[src/design/assert_macros.svh]
// ----------------------------------------------------------------------------
// assert_macros.svh
// shared concurrent assertion macros for the radix converter
// ----------------------------------------------------------------------------
`ifndef ASSERT_MACROS_SVH
`define ASSERT_MACROS_SVH

// plain property checked on every rising clock edge outside reset
`define ASSERT_ALWAYS(label, clk, rst, prop, msg) \
   label: assert property (@(posedge clk) disable iff (rst) (prop)) else $error(msg);

// same-cycle implication
`define ASSERT_IMPL(label, clk, rst, ante, cons, msg) \
   label: assert property (@(posedge clk) disable iff (rst) (ante) |-> (cons)) \
      else $error(msg);

// next-cycle implication
`define ASSERT_NEXT(label, clk, rst, ante, cons, msg) \
   label: assert property (@(posedge clk) disable iff (rst) (ante) |=> (cons)) \
      else $error(msg);

`endif

[src/design/rca_pkg.sv]
// ----------------------------------------------------------------------------
// rca_pkg
// shared constants, types and helpers of the radix converter
// ----------------------------------------------------------------------------
package rca_pkg;

   localparam int VALUE_BITS_DEF = 31;
   localparam int RADIX_BITS     = 5;
   localparam int DIGIT_BITS     = 4;
   localparam int CHAR_BITS      = 7;

   localparam logic [RADIX_BITS-1:0] RADIX_MIN = 5'd2;
   localparam logic [RADIX_BITS-1:0] RADIX_MAX = 5'd16;

   localparam logic [CHAR_BITS-1:0] ASCII_ZERO = 7'h30;
   localparam logic [CHAR_BITS-1:0] ASCII_A    = 7'h41;
   localparam logic [DIGIT_BITS-1:0] DEC_LIMIT = 4'd10;

   typedef enum logic [2:0] {
      ST_IDLE = 3'b001,
      ST_DIV  = 3'b010,
      ST_EMIT = 3'b100
   } state_type;

   // divider control and status
   typedef struct packed {
      logic start;
      logic load;
   } div_ctrl_type;

   typedef struct packed {
      logic                  done;
      logic [DIGIT_BITS-1:0] rem;
      logic                  quot_zero;
   } div_stat_type;

   // digit stack control
   typedef struct packed {
      logic                  push;
      logic                  pop;
      logic [DIGIT_BITS-1:0] digit;
   } stk_ctrl_type;

   function automatic logic [CHAR_BITS-1:0] digit_to_ascii(input logic [DIGIT_BITS-1:0] d);
      logic [CHAR_BITS-1:0] d_ext;
      d_ext = {{(CHAR_BITS-DIGIT_BITS){1'b0}}, d};
      if (d < DEC_LIMIT) begin
         digit_to_ascii = ASCII_ZERO + d_ext;
      end else begin
         digit_to_ascii = ASCII_A + d_ext - {{(CHAR_BITS-DIGIT_BITS){1'b0}}, DEC_LIMIT};
      end
   endfunction

endpackage

[src/design/rca_req_if.sv]
// ----------------------------------------------------------------------------
// rca_req_if
// input channel: value and radix with valid/ready
// ----------------------------------------------------------------------------
interface rca_req_if #(
   parameter int VALUE_BITS = rca_pkg::VALUE_BITS_DEF
);
   import rca_pkg::*;

   logic                  valid;
   logic                  ready;
   logic [VALUE_BITS-1:0] value;
   logic [RADIX_BITS-1:0] radix;

   modport source (output valid, output value, output radix, input ready);
   modport sink   (input valid, input value, input radix, output ready);
endinterface

[src/design/rca_rsp_if.sv]
// ----------------------------------------------------------------------------
// rca_rsp_if
// result channel: one ascii digit per word with valid/ready
// ----------------------------------------------------------------------------
interface rca_rsp_if;
   import rca_pkg::*;

   logic                 valid;
   logic                 ready;
   logic [CHAR_BITS-1:0] digit_char;
   logic                 last;

   modport source (output valid, output digit_char, output last, input ready);
   modport sink   (input valid, input digit_char, input last, output ready);
endinterface

[src/design/rca_divider.sv]
// ----------------------------------------------------------------------------
// rca_divider
// bit-serial restoring divider by a small radix, one quotient bit per cycle
// ----------------------------------------------------------------------------
module rca_divider #(
   parameter int VALUE_BITS = rca_pkg::VALUE_BITS_DEF
) (
   input  logic                           clock,
   input  logic                           reset,
   input  rca_pkg::div_ctrl_type          ctrl,
   input  logic [VALUE_BITS-1:0]          value,
   input  logic [rca_pkg::RADIX_BITS-1:0] radix,
   output rca_pkg::div_stat_type          stat
);
   import rca_pkg::*;

   localparam int CNT_BITS = $clog2(VALUE_BITS);

   logic [VALUE_BITS-1:0] q_ff, q_in;
   logic [DIGIT_BITS-1:0] rem_ff, rem_in;
   logic [RADIX_BITS-1:0] rad_ff, rad_in;
   logic [CNT_BITS-1:0]   cnt_ff, cnt_in;
   logic                  run_ff, run_in;
   logic                  done_ff, done_in;
   logic                  nz_ff, nz_in;

   logic [RADIX_BITS-1:0] trial;
   logic [RADIX_BITS-1:0] diff;
   logic                  ge;
   logic                  last_step;

   // partial remainder with the next dividend bit shifted in
   assign trial     = {rem_ff, q_ff[VALUE_BITS-1]};
   assign ge        = (trial >= rad_ff);
   assign diff      = trial - rad_ff;
   assign last_step = (cnt_ff == CNT_BITS'(VALUE_BITS-1));

   always_comb begin
      q_in    = q_ff;
      rem_in  = rem_ff;
      rad_in  = rad_ff;
      cnt_in  = cnt_ff;
      run_in  = run_ff;
      nz_in   = nz_ff;
      done_in = 1'b0;
      if (ctrl.start) begin
         if (ctrl.load) begin
            q_in   = value;
            rad_in = radix;
         end
         rem_in = '0;
         cnt_in = '0;
         nz_in  = 1'b0;
         run_in = 1'b1;
      end else if (run_ff) begin
         q_in   = {q_ff[VALUE_BITS-2:0], ge};
         rem_in = ge ? diff[DIGIT_BITS-1:0] : trial[DIGIT_BITS-1:0];
         nz_in  = nz_ff | ge;
         cnt_in = cnt_ff + CNT_BITS'(1);
         if (last_step) begin
            run_in  = 1'b0;
            done_in = 1'b1;
         end
      end
   end

   always_ff @(posedge clock) begin
      if (reset) begin
         run_ff  <= 1'b0;
         done_ff <= 1'b0;
         cnt_ff  <= '0;
      end else begin
         run_ff  <= run_in;
         done_ff <= done_in;
         cnt_ff  <= cnt_in;
      end
      q_ff   <= q_in;
      rem_ff <= rem_in;
      rad_ff <= rad_in;
      nz_ff  <= nz_in;
   end

   assign stat.done      = done_ff;
   assign stat.rem       = rem_ff;
   assign stat.quot_zero = ~nz_ff;

endmodule

[src/design/rca_digit_stack.sv]
// ----------------------------------------------------------------------------
// rca_digit_stack
// last-in first-out shift register of digits, top entry at position zero
// ----------------------------------------------------------------------------
module rca_digit_stack #(
   parameter int VALUE_BITS = rca_pkg::VALUE_BITS_DEF,
   localparam int CNT_BITS  = $clog2(VALUE_BITS + 1)
) (
   input  logic                           clock,
   input  logic                           reset,
   input  rca_pkg::stk_ctrl_type          ctrl,
   output logic [rca_pkg::DIGIT_BITS-1:0] top,
   output logic [CNT_BITS-1:0]            count
);
   import rca_pkg::*;

   logic [DIGIT_BITS-1:0] stk_ff [VALUE_BITS];
   logic [CNT_BITS-1:0]   count_ff, count_in;

   // push moves every entry one place down, pop one place up
   always_ff @(posedge clock) begin
      if (ctrl.push) begin
         stk_ff[0] <= ctrl.digit;
         for (int i = 1; i < VALUE_BITS; i++) begin
            stk_ff[i] <= stk_ff[i-1];
         end
      end else if (ctrl.pop) begin
         for (int i = 0; i < VALUE_BITS - 1; i++) begin
            stk_ff[i] <= stk_ff[i+1];
         end
      end
   end

   always_comb begin
      count_in = count_ff;
      if (ctrl.push) begin
         count_in = count_ff + CNT_BITS'(1);
      end else if (ctrl.pop) begin
         count_in = count_ff - CNT_BITS'(1);
      end
   end

   always_ff @(posedge clock) begin
      if (reset) begin
         count_ff <= '0;
      end else begin
         count_ff <= count_in;
      end
   end

   assign top   = stk_ff[0];
   assign count = count_ff;

endmodule

[src/design/radix_converter_ascii.sv]
// timing: the first digit is offered once every division for the word is done,
//    and the rest follow one per cycle while rsp is ready
// acceptance: a new word is taken only at idle, after the last digit has left;
//    each digit takes one full pass of the bit-serial divider
// reset: synchronous, active high; returns to idle with an empty digit stack
// ----------------------------------------------------------------------------
// radix_converter_ascii
// converts a non-negative integer to uppercase ascii digits in radix 2..16,
// most significant digit first, last digit marked
// ----------------------------------------------------------------------------
`include "assert_macros.svh"

module radix_converter_ascii #(
   parameter int VALUE_BITS = rca_pkg::VALUE_BITS_DEF
) (
   input logic    clock,
   input logic    reset,
   rca_req_if.sink   req_bus,
   rca_rsp_if.source rsp_bus
);
   import rca_pkg::*;

   localparam int CNT_BITS = $clog2(VALUE_BITS + 1);

   state_type             state_ff, state_in;
   div_ctrl_type          div_ctrl;
   div_stat_type          div_stat;
   stk_ctrl_type          stk_ctrl;
   logic [DIGIT_BITS-1:0] stk_top;
   logic [CNT_BITS-1:0]   stk_count;
   logic [RADIX_BITS-1:0] rad_sat;
   logic                  req_take;
   logic                  rsp_take;
   logic                  div_finish;
   logic                  stk_room;
   logic                  div_started;

   // clamp the radix into 2..16
   always_comb begin
      if (req_bus.radix < RADIX_MIN) begin
         rad_sat = RADIX_MIN;
      end else if (req_bus.radix > RADIX_MAX) begin
         rad_sat = RADIX_MAX;
      end else begin
         rad_sat = req_bus.radix;
      end
   end

   assign req_bus.ready = (state_ff == ST_IDLE);
   assign req_take      = req_bus.valid & req_bus.ready;
   assign rsp_take      = rsp_bus.valid & rsp_bus.ready;

   // stop dividing once the quotient is zero or the stack is about to fill
   assign div_finish = div_stat.quot_zero | (stk_count == CNT_BITS'(VALUE_BITS - 1));

   always_comb begin
      state_in       = state_ff;
      div_ctrl.start = 1'b0;
      div_ctrl.load  = 1'b0;
      stk_ctrl.push  = 1'b0;
      stk_ctrl.pop   = 1'b0;
      stk_ctrl.digit = div_stat.rem;
      case (state_ff)
         ST_IDLE: begin
            // load the new value and start the first division
            if (req_take) begin
               div_ctrl.start = 1'b1;
               div_ctrl.load  = 1'b1;
               state_in       = ST_DIV;
            end
         end
         ST_DIV: begin
            // each finished division pushes one remainder digit
            if (div_stat.done) begin
               stk_ctrl.push = 1'b1;
               if (div_finish) begin
                  state_in = ST_EMIT;
               end else begin
                  div_ctrl.start = 1'b1;
               end
            end
         end
         ST_EMIT: begin
            // digits leave most significant first straight off the stack top
            if (rsp_take) begin
               stk_ctrl.pop = 1'b1;
               if (stk_count == CNT_BITS'(1)) begin
                  state_in = ST_IDLE;
               end
            end
         end
         default: begin
            state_in = ST_IDLE;
         end
      endcase
   end

   always_ff @(posedge clock) begin
      if (reset) begin
         state_ff <= ST_IDLE;
      end else begin
         state_ff <= state_in;
      end
   end

   rca_divider #(
      .VALUE_BITS (VALUE_BITS)
   ) u_divider (
      .clock (clock),
      .reset (reset),
      .ctrl  (div_ctrl),
      .value (req_bus.value),
      .radix (rad_sat),
      .stat  (div_stat)
   );

   rca_digit_stack #(
      .VALUE_BITS (VALUE_BITS)
   ) u_stack (
      .clock (clock),
      .reset (reset),
      .ctrl  (stk_ctrl),
      .top   (stk_top),
      .count (stk_count)
   );

   // output word comes from the stack top register
   assign rsp_bus.valid      = (state_ff == ST_EMIT);
   assign rsp_bus.digit_char = digit_to_ascii(stk_top);
   assign rsp_bus.last       = (stk_count == CNT_BITS'(1));

   // terms for the checks below
   assign stk_room    = (stk_count < CNT_BITS'(VALUE_BITS));
   assign div_started = (state_ff == ST_DIV) & ~div_stat.done;

   // an idle block holds no leftover digits
   `ASSERT_IMPL(a_idle_empty, clock, reset, req_bus.ready, stk_count == '0, "digits left at idle")
   // a word is only offered while a digit is stored
   `ASSERT_IMPL(a_emit_nonempty, clock, reset, rsp_bus.valid, stk_count != '0, "empty emit")
   // the stack never overflows
   `ASSERT_IMPL(a_push_room, clock, reset, stk_ctrl.push, stk_room, "stack overflow")
   // an accepted word starts the divider at once
   `ASSERT_NEXT(a_accept_div, clock, reset, req_take, div_started, "divider not started")

endmodule
[src/flat_wrapper.sv]
// flat-port wrapper written by rule: the top's interface ports become plain ports
module radix_converter_ascii_flat import rca_pkg::*;
#(
   parameter int VALUE_BITS = rca_pkg::VALUE_BITS_DEF
)
  (clock, reset, req_bus_valid, req_bus_value, req_bus_radix, req_bus_ready, rsp_bus_valid, rsp_bus_digit_char, rsp_bus_last, rsp_bus_ready);
  rca_req_if #(.VALUE_BITS(VALUE_BITS)) req_bus_i ();
  rca_rsp_if rsp_bus_i ();
  input logic clock;
  input logic reset;
  input wire logic [$bits(req_bus_i.valid)-1:0] req_bus_valid;
  input wire logic [$bits(req_bus_i.value)-1:0] req_bus_value;
  input wire logic [$bits(req_bus_i.radix)-1:0] req_bus_radix;
  output wire logic [$bits(req_bus_i.ready)-1:0] req_bus_ready;
  output wire logic [$bits(rsp_bus_i.valid)-1:0] rsp_bus_valid;
  output wire logic [$bits(rsp_bus_i.digit_char)-1:0] rsp_bus_digit_char;
  output wire logic [$bits(rsp_bus_i.last)-1:0] rsp_bus_last;
  input wire logic [$bits(rsp_bus_i.ready)-1:0] rsp_bus_ready;
  assign req_bus_i.valid = req_bus_valid;
  assign req_bus_i.value = req_bus_value;
  assign req_bus_i.radix = req_bus_radix;
  assign req_bus_ready = req_bus_i.ready;
  assign rsp_bus_valid = rsp_bus_i.valid;
  assign rsp_bus_digit_char = rsp_bus_i.digit_char;
  assign rsp_bus_last = rsp_bus_i.last;
  assign rsp_bus_i.ready = rsp_bus_ready;
  radix_converter_ascii #(.VALUE_BITS(VALUE_BITS)) u_core (.clock(clock), .reset(reset), .req_bus(req_bus_i), .rsp_bus(rsp_bus_i));
endmodule
[config.mk]
export PLATFORM = sky130hd
export DESIGN_NAME = radix_converter_ascii_flat
export DESIGN_NICKNAME = d
export VERILOG_FILES = /design/src/design/rca_pkg.sv /design/src/design/rca_req_if.sv /design/src/design/rca_rsp_if.sv /design/src/design/rca_divider.sv /design/src/design/rca_digit_stack.sv /design/src/design/radix_converter_ascii.sv /design/src/flat_wrapper.sv
export VERILOG_INCLUDE_DIRS = /design/src /design/src/design
export SDC_FILE = /design/constraint.sdc
export NUM_CORES = 1
export LEC_CHECK = 0
export BUFFER_PORTS_ARGS = -buffer_cell sky130_fd_sc_hd__buf_4
export CAP_MARGIN = 20
export CORE_AREA = 2 2 187 116
export CTS_CLUSTER_SIZE = 24
export DETAILED_ROUTE_END_ITERATION = 10
export DIE_AREA = 0 0 189 118
export PLACE_DENSITY = 0.62
export SETUP_SLACK_MARGIN = 0.5
export SYNTH_ARGS = -nofsm -noshare
export SYNTH_HDL_FRONTEND = slang
export SYNTH_SLANG_ARGS = --single-unit
[constraint.sdc]
create_clock -name clock -period 5.4 [get_ports clock]
set_input_delay 0.54 -clock clock [delete_from_list [all_inputs] [get_ports clock]]
set_output_delay 0.54 -clock clock [all_outputs]
set_load 0.01 [all_outputs]
### After elaboration in Yosys (flattened, before gate mapping)

Memories as Yosys holds them, arrays and structs flattened.
Index checks and enable logic that the tools add are counted.

| word-level totals | value |
|---|---|
| register bits | 56 |
| bits in latches | 0 |
| bits in writable memories | 124 |
| ROM bits | 0 |
| input port bits | 40 |
| output and inout bits | 10 |
| logic and storage cells | 140 |
| memories | 1 |

Memories:

| name | words | width | rd ports | clocked after Yosys merged registers in | wr ports | line | text |
|---|---|---|---|---|---|---|---|
| u_core.u_stack.stk_ff | 31 | 4 | 31 | 0 | 31 | rca_digit_stack.sv:17 | `logic [DIGIT_BITS-1:0] stk_ff [VALUE_BITS];` |

| operators by class | value |
|---|---|
| add/sub/neg operators | 7 |
| multiply operators | 0 |
| divide/modulo/power cells | 0 |
| magnitude comparators | 4 |
| equality and inequality tests | 12 |
| shift-type cells | 0 |
| multiplexer cells | 62 |
| bitwise gates (word level) | 36 |
| reductions and logical operators | 8 |

Operators by type and width:

| cell | number |
|---|---|
| 4-bit 2-to-1 mux | 31 |
| 31-bit 2-to-1 mux | 3 |
| 1-bit bitwise OR | 32 |
| 1-bit 2-to-1 mux | 16 |
| 3-bit 2-to-1 mux | 5 |
| 5-bit 2-to-1 mux | 3 |
| 5-bit by 1-bit adder with 5-bit output, second input constant | 2 |
| 5-bit equality test, second input constant | 2 |
| 2-bit inequality test, second input constant | 5 |
| 3-bit one-hot mux with 3 select lines | 1 |
| 6-bit by 4-bit adder with 7-bit output, first input constant | 1 |
| 7-bit by 4-bit adder with 7-bit output, first input constant | 1 |
| 7-bit 2-to-1 mux | 1 |
| 7-bit by 4-bit subtractor with 7-bit output, second input constant | 1 |
| 5-bit by 1-bit equality test with 1-bit output, second input constant | 1 |
| 5-bit >= comparator | 1 |
| 5-bit > comparator, second input constant | 1 |
| 5-bit by 2-bit less-than comparator with 1-bit output, second input constant | 1 |
| 5-bit AND reduction | 1 |
| 5-bit by 1-bit subtractor with 5-bit output, second input constant | 1 |
| 4-bit less-than comparator, second input constant | 1 |
| 2-bit AND reduction | 2 |
| 2-bit nonzero test | 2 |
| 2-bit OR reduction | 2 |
| 10 further kinds | 12 |

### Depth between registers and ports, before layout

| logic depth | value |
|---|---|
| depth after elaboration | 8 |
| gate-level depth with buffers | 7 |
| mapped depth without buffers | 6 |

### By module

From an unflattened synthesis, not the netlist that was laid out.

| unflattened totals | value |
|---|---|
| cell total of the unflattened synthesis | 493 |
| area total of the unflattened synthesis | 8299.2 um2 |

Modules (own cells, without submodules):

| module | instances | cells each | area an instance (um2) | sequential area each (um2) |
|---|---|---|---|---|
| rca_digit_stack | 1 | 297 | 5831.8 | 3823.7 |
| rca_divider | 1 | 148 | 2140.8 | 1321.3 |
| radix_converter_ascii | 1 | 48 | 326.6 | 60.1 |

### Worst setup path before layout

OpenSTA, ideal clock, no wires.

| timing | value |
|---|---|
| kind | flip-flop to flip-flop |
| start | reg u_core.u_stack.count_ff[0], in the netlist u_core.u_stack.count[0] |
| end | reg u_core.u_divider.q_ff[0], enable pin |
| library setup time | 462 ps |
| arrival | 3303 ps |
| required time | 4938 ps |
| path slack | 1635 ps |
| stages on the path, launching flop included | 7 |
| buffers on the path | 0 |
| clock period less this slack | 3765 ps |
| cells stage by stage | dfxtp_1 -> inv_1 -> ha_1 -> nand4_1 -> nand2_1 -> o21ai_1 -> o21ai_0 |

| between the ends | value |
|---|---|
| longest elaborated chain between the ends | 7 |
| elaborated cells between the ends (all ways) | 8 |
| classes of those cells | eq/ne (2); mux (3); bitwise (1); reduce/logical (2) |

RTL lines:

| element | line | text |
|---|---|---|
| from (decl) | rca_digit_stack.sv:18 | `logic [CNT_BITS-1:0] count_ff, count_in;` |
| from (signal assigned) | rca_digit_stack.sv:47 | `count_ff <= count_in;` |
| 5-bit equality test (*) | radix_converter_ascii.sv:54 | `assign div_finish = div_stat.quot_zero \| (stk_count == CNT_BITS'(VALUE_BITS - 1));` |
| 1-bit bitwise OR (*) | radix_converter_ascii.sv:54 |  |
| 1-bit 2-to-1 mux (*) | radix_converter_ascii.sv:76 | `if (div_finish) begin` |
| 1-bit 2-to-1 mux (*) | radix_converter_ascii.sv:74 | `if (div_stat.done) begin` |
| 1-bit one-hot mux with 2 select lines (*) | radix_converter_ascii.sv:63 | `case (state_ff)` |
| 2-bit inequality test (no source line) / 2-bit nonzero test (equally long branches) | - |  |
| 2-bit AND reduction (no source line) (*) | - |  |
| to (signal assigned) | rca_divider.sv:77 | `q_ff <= q_in;` |
| to (decl) | rca_divider.sv:19 | `logic [VALUE_BITS-1:0] q_ff, q_in;` |

Mark *: on every way between the ends. The rest lies on a longest branch, timed or not.
A chain may end at the register's enable or synchronous reset.

### Worst setup path in the final report

| timing | value |
|---|---|
| start | reg u_core.state_ff[2] |
| end | reg u_core.u_divider.q_ff[1] (data pin) |

| between the ends | value |
|---|---|
| longest elaborated chain between the ends | 5 |
| elaborated cells between the ends (all ways) | 6 |
| classes of those cells | eq/ne (2); mux (3); bitwise (1) |

RTL lines:

| element | line | text |
|---|---|---|
| from (decl) | radix_converter_ascii.sv:25 | `state_type state_ff, state_in;` |
| from (signal assigned) | radix_converter_ascii.sv:102 | `state_ff <= state_in;` |
| 3-bit by 1-bit equality test with 1-bit output | radix_converter_ascii.sv:49, radix_converter_ascii.sv:63 |  |
| 1-bit bitwise AND | radix_converter_ascii.sv:50 | `assign req_take = req_bus.valid & req_bus.ready;` |
| 2-bit 2-to-1 mux | radix_converter_ascii.sv:66 | `if (req_take) begin` |
| 1-bit one-hot mux with 2 select lines (*) | radix_converter_ascii.sv:63 |  |
| 31-bit 2-to-1 mux (*) | rca_divider.sv:46 | `if (ctrl.start) begin` |
| named net u_core.u_divider.q_in[1] | rca_divider.sv:19 |  |

Mark *: on every way through the listed nets, which the timed path passes. The rest lies on a longest branch.

==> impl_metrics.yaml <==
worst_hold_path:
  hold_path_class: "input port to flip-flop"
clocking:
  cts_buffer_depth: 2
  worst_skew_pair.late_latency_ns: 0.43
  cts_root_buf: "clkbuf_16"
  tritoncts: "built"
  path_clk_slew_ns: 0.07
  cts-buffers-inserted: 17
  cts-resized-gates: 0
  cts_hold_buf: 0
  cts.sinks: 180
  htree_levels: 4
  post_cts_buffers: 0
yosys:
  synth_top_area_share_pct: 59.44
  synthArstFlopShare_pct: 0
  yosys-top-cells-area: "edfxtp_1 (59%), mux2_2 (10%), nand2_1 (7.4%)"
  synth.net_count: 662
  synth_edf_count: 160
  yosys.area.top_type: "edfxtp_1"
  synth_flop_cell: "edfxtp_1"
  yosysUniqueCellTypes: 51
  yosys_warnings: 0
  syn_area_mm2: 0.008083
  syn_avg_cell_area_um2: 13.27
  seq_area_frac_synth_pct: 64.40
  synth_commonest_cells: "edfxtp_1 (160), nand2_1 (160), mux2_2 (74)"
  synthCells: 609
  ys_seq_elements: 180
die:
  start_util_pct: 39.29
  dieHeight_um: 118
  core_area_mm2: 0.02057
  die_area_mm2: 0.02230
  dieWidth_um: 189
  fp-row-count: 41
  io_pins: 50
grt:
  antenna_found_initial: 0
  grt_overflow_total: 0
  grt_max_degree: 83
  grt_pass1_vias: 4482
  track_usage_pct: 12.87
  grt_pass1_wl_um: 23070
worst_setup_path:
  cpMostUsedCell: "buf_4"
  max_stage_delay_ns: 0.49
  critPathSlowestCell: "buf_4"
  crit_type: "flip-flop to flip-flop"
  path_delay_family: "buffers and inverters"
  cp.depth: 8
  cp_data_arrival_time_ns: 3.05
  worst_setup_path_end_kind: "flip-flop"
  startpoint_type: "flip-flop"
  reg2reg_depth: 8
  critPathBufInv: 4
  r2r_start: "u_core.state_ff[2]$_SDFFE_PP0P_"
  crit_end: "u_core.u_divider.q_ff[1]$_DFFE_PP_"
  required_ns: 5.58
  cp-startpoint: "u_core.state_ff[2]$_SDFFE_PP0P_"
  cp_cell_sequence: "nor2_1 -> nand3_2 -> buf_4 -> inv_2 -> buf_4 -> a31oi_4 -> buf_4 -> mux2_2"
  cp_max_fo: 58
  worstReg2RegEnd: "u_core.u_divider.q_ff[1]$_DFFE_PP_"
  reg2reg_slack_ns: 2.53
drt:
  vias: 4643
  wl_um: 13910
  antenna_left: 0
  firstDrtPassIters: 5
  wl_per_cell_um: 14.67
  viasPerCell: 4.898
  drcViolationCount: 0
  drt-initial-drc-count: 345
status:
  status: "completed"
cells_and_area:
  drive_gt1_share_pct: 28.25
  antenna_cells: 0
  post-route-util_pct: 45.30
  fin_cells: 948
  fin_nets: 709
  syn_to_final_growth_pct: 15.28
timing:
  skew_ns: 0.009056
  fin_crit_ns: 2.872
  setup_violations: 0
  relSlewSlack_pct: 35.79
  worst_pin_slew_ns: 0.9631
  fin_crit_sh_pct: 53.19
  hold_slack_ns: 0.3309
  slew_viol_final: 0
  hold_viol_final: 0
  rsz0062_at_grt: "false"
  fmax_mhz: 348.1
  tns_ns: 0
placed_design:
  dp_hpwl_um: 8869
  dp.cells: 916
  place.gp.congestion: 0.8021
  place.port_buffers: 49
power_and_ir_drop:
  power_density_mw_per_mm2: 329.1
  vdd_drop_max_mv: 0.2393
  p_leak_nw: 3.576
run:
  maxCapViolCount: 0
==> final cells by class <==
cell class / count / area (um^2)
tap: 279 / 349.1
clock inverter: 13 / 147.6
timing repair buffer: 55 / 425.4
sequential: 180 / 5205
multi-input combinational: 383 / 2676
inverter: 19 / 71.32
clock buffer: 19 / 442.9
fill: 1796 / 11250
==> kinds of logic (layout without fill, tap and decap cells) <==
| logic type | after synthesis | after routing | share of synthesized area [%] |
|---|---|---|---|
| and+or+nand+nor | 216 | 216 | 11.41 |
| DFF | 180 | 180 | 64.40 |
| muxes | 99 | 99 | 14.71 |
| adders and majority gates | 13 | 13 | 2.105 |
| buffers and inverters | 46 | 106 | 2.616 |
| AOI/OAI and AO/OA | 46 | 46 | 3.793 |
| xor gates and xnor gates | 9 | 9 | 0.9753 |
==> sequential cells by signal (all words and copies together), names as in the netlist <==
register                  cells
u_core.u_divider.q_ff        31
u_core.state_ff               3
u_core.u_divider.nz_ff        1
u_core.u_stack.count          5
u_core.u_divider.rad_ff       5
u_core.u_divider.cnt_ff       5
u_core.u_stack.stk_ff       124
u_core.u_divider.done_ff      1
u_core.u_divider.run_ff       1
u_core.u_divider.rem_ff       4
==> power breakdown <==
part	leakage, nW	internal [mW]	switching (mW)	total (mW)
clock network	0.277	0.702	0.539	1.24
registers	1.75	1.56	0.0334	1.60
logic	1.55	0.116	0.114	0.229
total	3.58	2.38	0.686	3.07
==> cells in the final DEF, fill, tap and decap left out, drive strengths merged, types with 3 or more instances in the layout <==
cell type  synthesis  routed
a21o               5       5
a21oi             12      12
a31oi              4       4
buf               17      55
clkbuf            10      19
clkinvlp           0       4
dfxtp             20      20
edfxtp           160     160
ha                12      12
inv               19      24
mux2              98      98
nand2            161     161
nand2b             4       4
nand3              8       8
nand4              7       7
nor2              15      15
nor3               6       6
o211ai             3       3
o21ai             10      10
xnor2              3       3
xor2               6       6
==> stage by stage <==
step	setup WS, ns	total power [mW]	instance area [um^2]
2_1_floorplan	1.635	1.781	8083
3_3_place_gp	2.636	1.841	8727
3_5_place_dp	2.535	1.852	8727
4_1_cts	2.516	3.095	9318
5_1_grt	2.369	3.185	9318
6_report	2.528	3.066	9318
==> metal layers <==
metal	part of all wire (%)	track usage, %	wire, um	vias to the layer above
met5	0	0	0	-
met1	53	19.69	7340	2277
met4	0.64	3.320	89	0
met3	3.5	3.309	483	7
met2	43	17.93	5995	83
li1	-	-	-	2276
==> how the worst min path moves through the flow <==
stage / start / end / slack (ns) / cells after the start
after floorplan: u_core.u_stack.stk_ff[3][20]$_DFFE_PP_ / u_core.u_stack.stk_ff[3][24]$_DFFE_PP_ / 0.43 / 0
after global placement: u_core.u_stack.stk_ff[3][21]$_DFFE_PP_ / u_core.u_stack.stk_ff[3][25]$_DFFE_PP_ / 0.43 / 0
after detailed placement: u_core.u_stack.stk_ff[3][22]$_DFFE_PP_ / u_core.u_stack.stk_ff[3][26]$_DFFE_PP_ / 0.44 / 0
after CTS: req_bus_radix[4] / u_core.u_divider.rad_ff[4]$_SDFFCE_PP0P_ / 0.31 / 1
after global routing: req_bus_radix[4] / u_core.u_divider.rad_ff[4]$_SDFFCE_PP0P_ / 0.31 / 1
final: req_bus_radix[4] / u_core.u_divider.rad_ff[4]$_SDFFCE_PP0P_ / 0.33 / 1
Note: power is estimated with default switching activity, not from simulation.
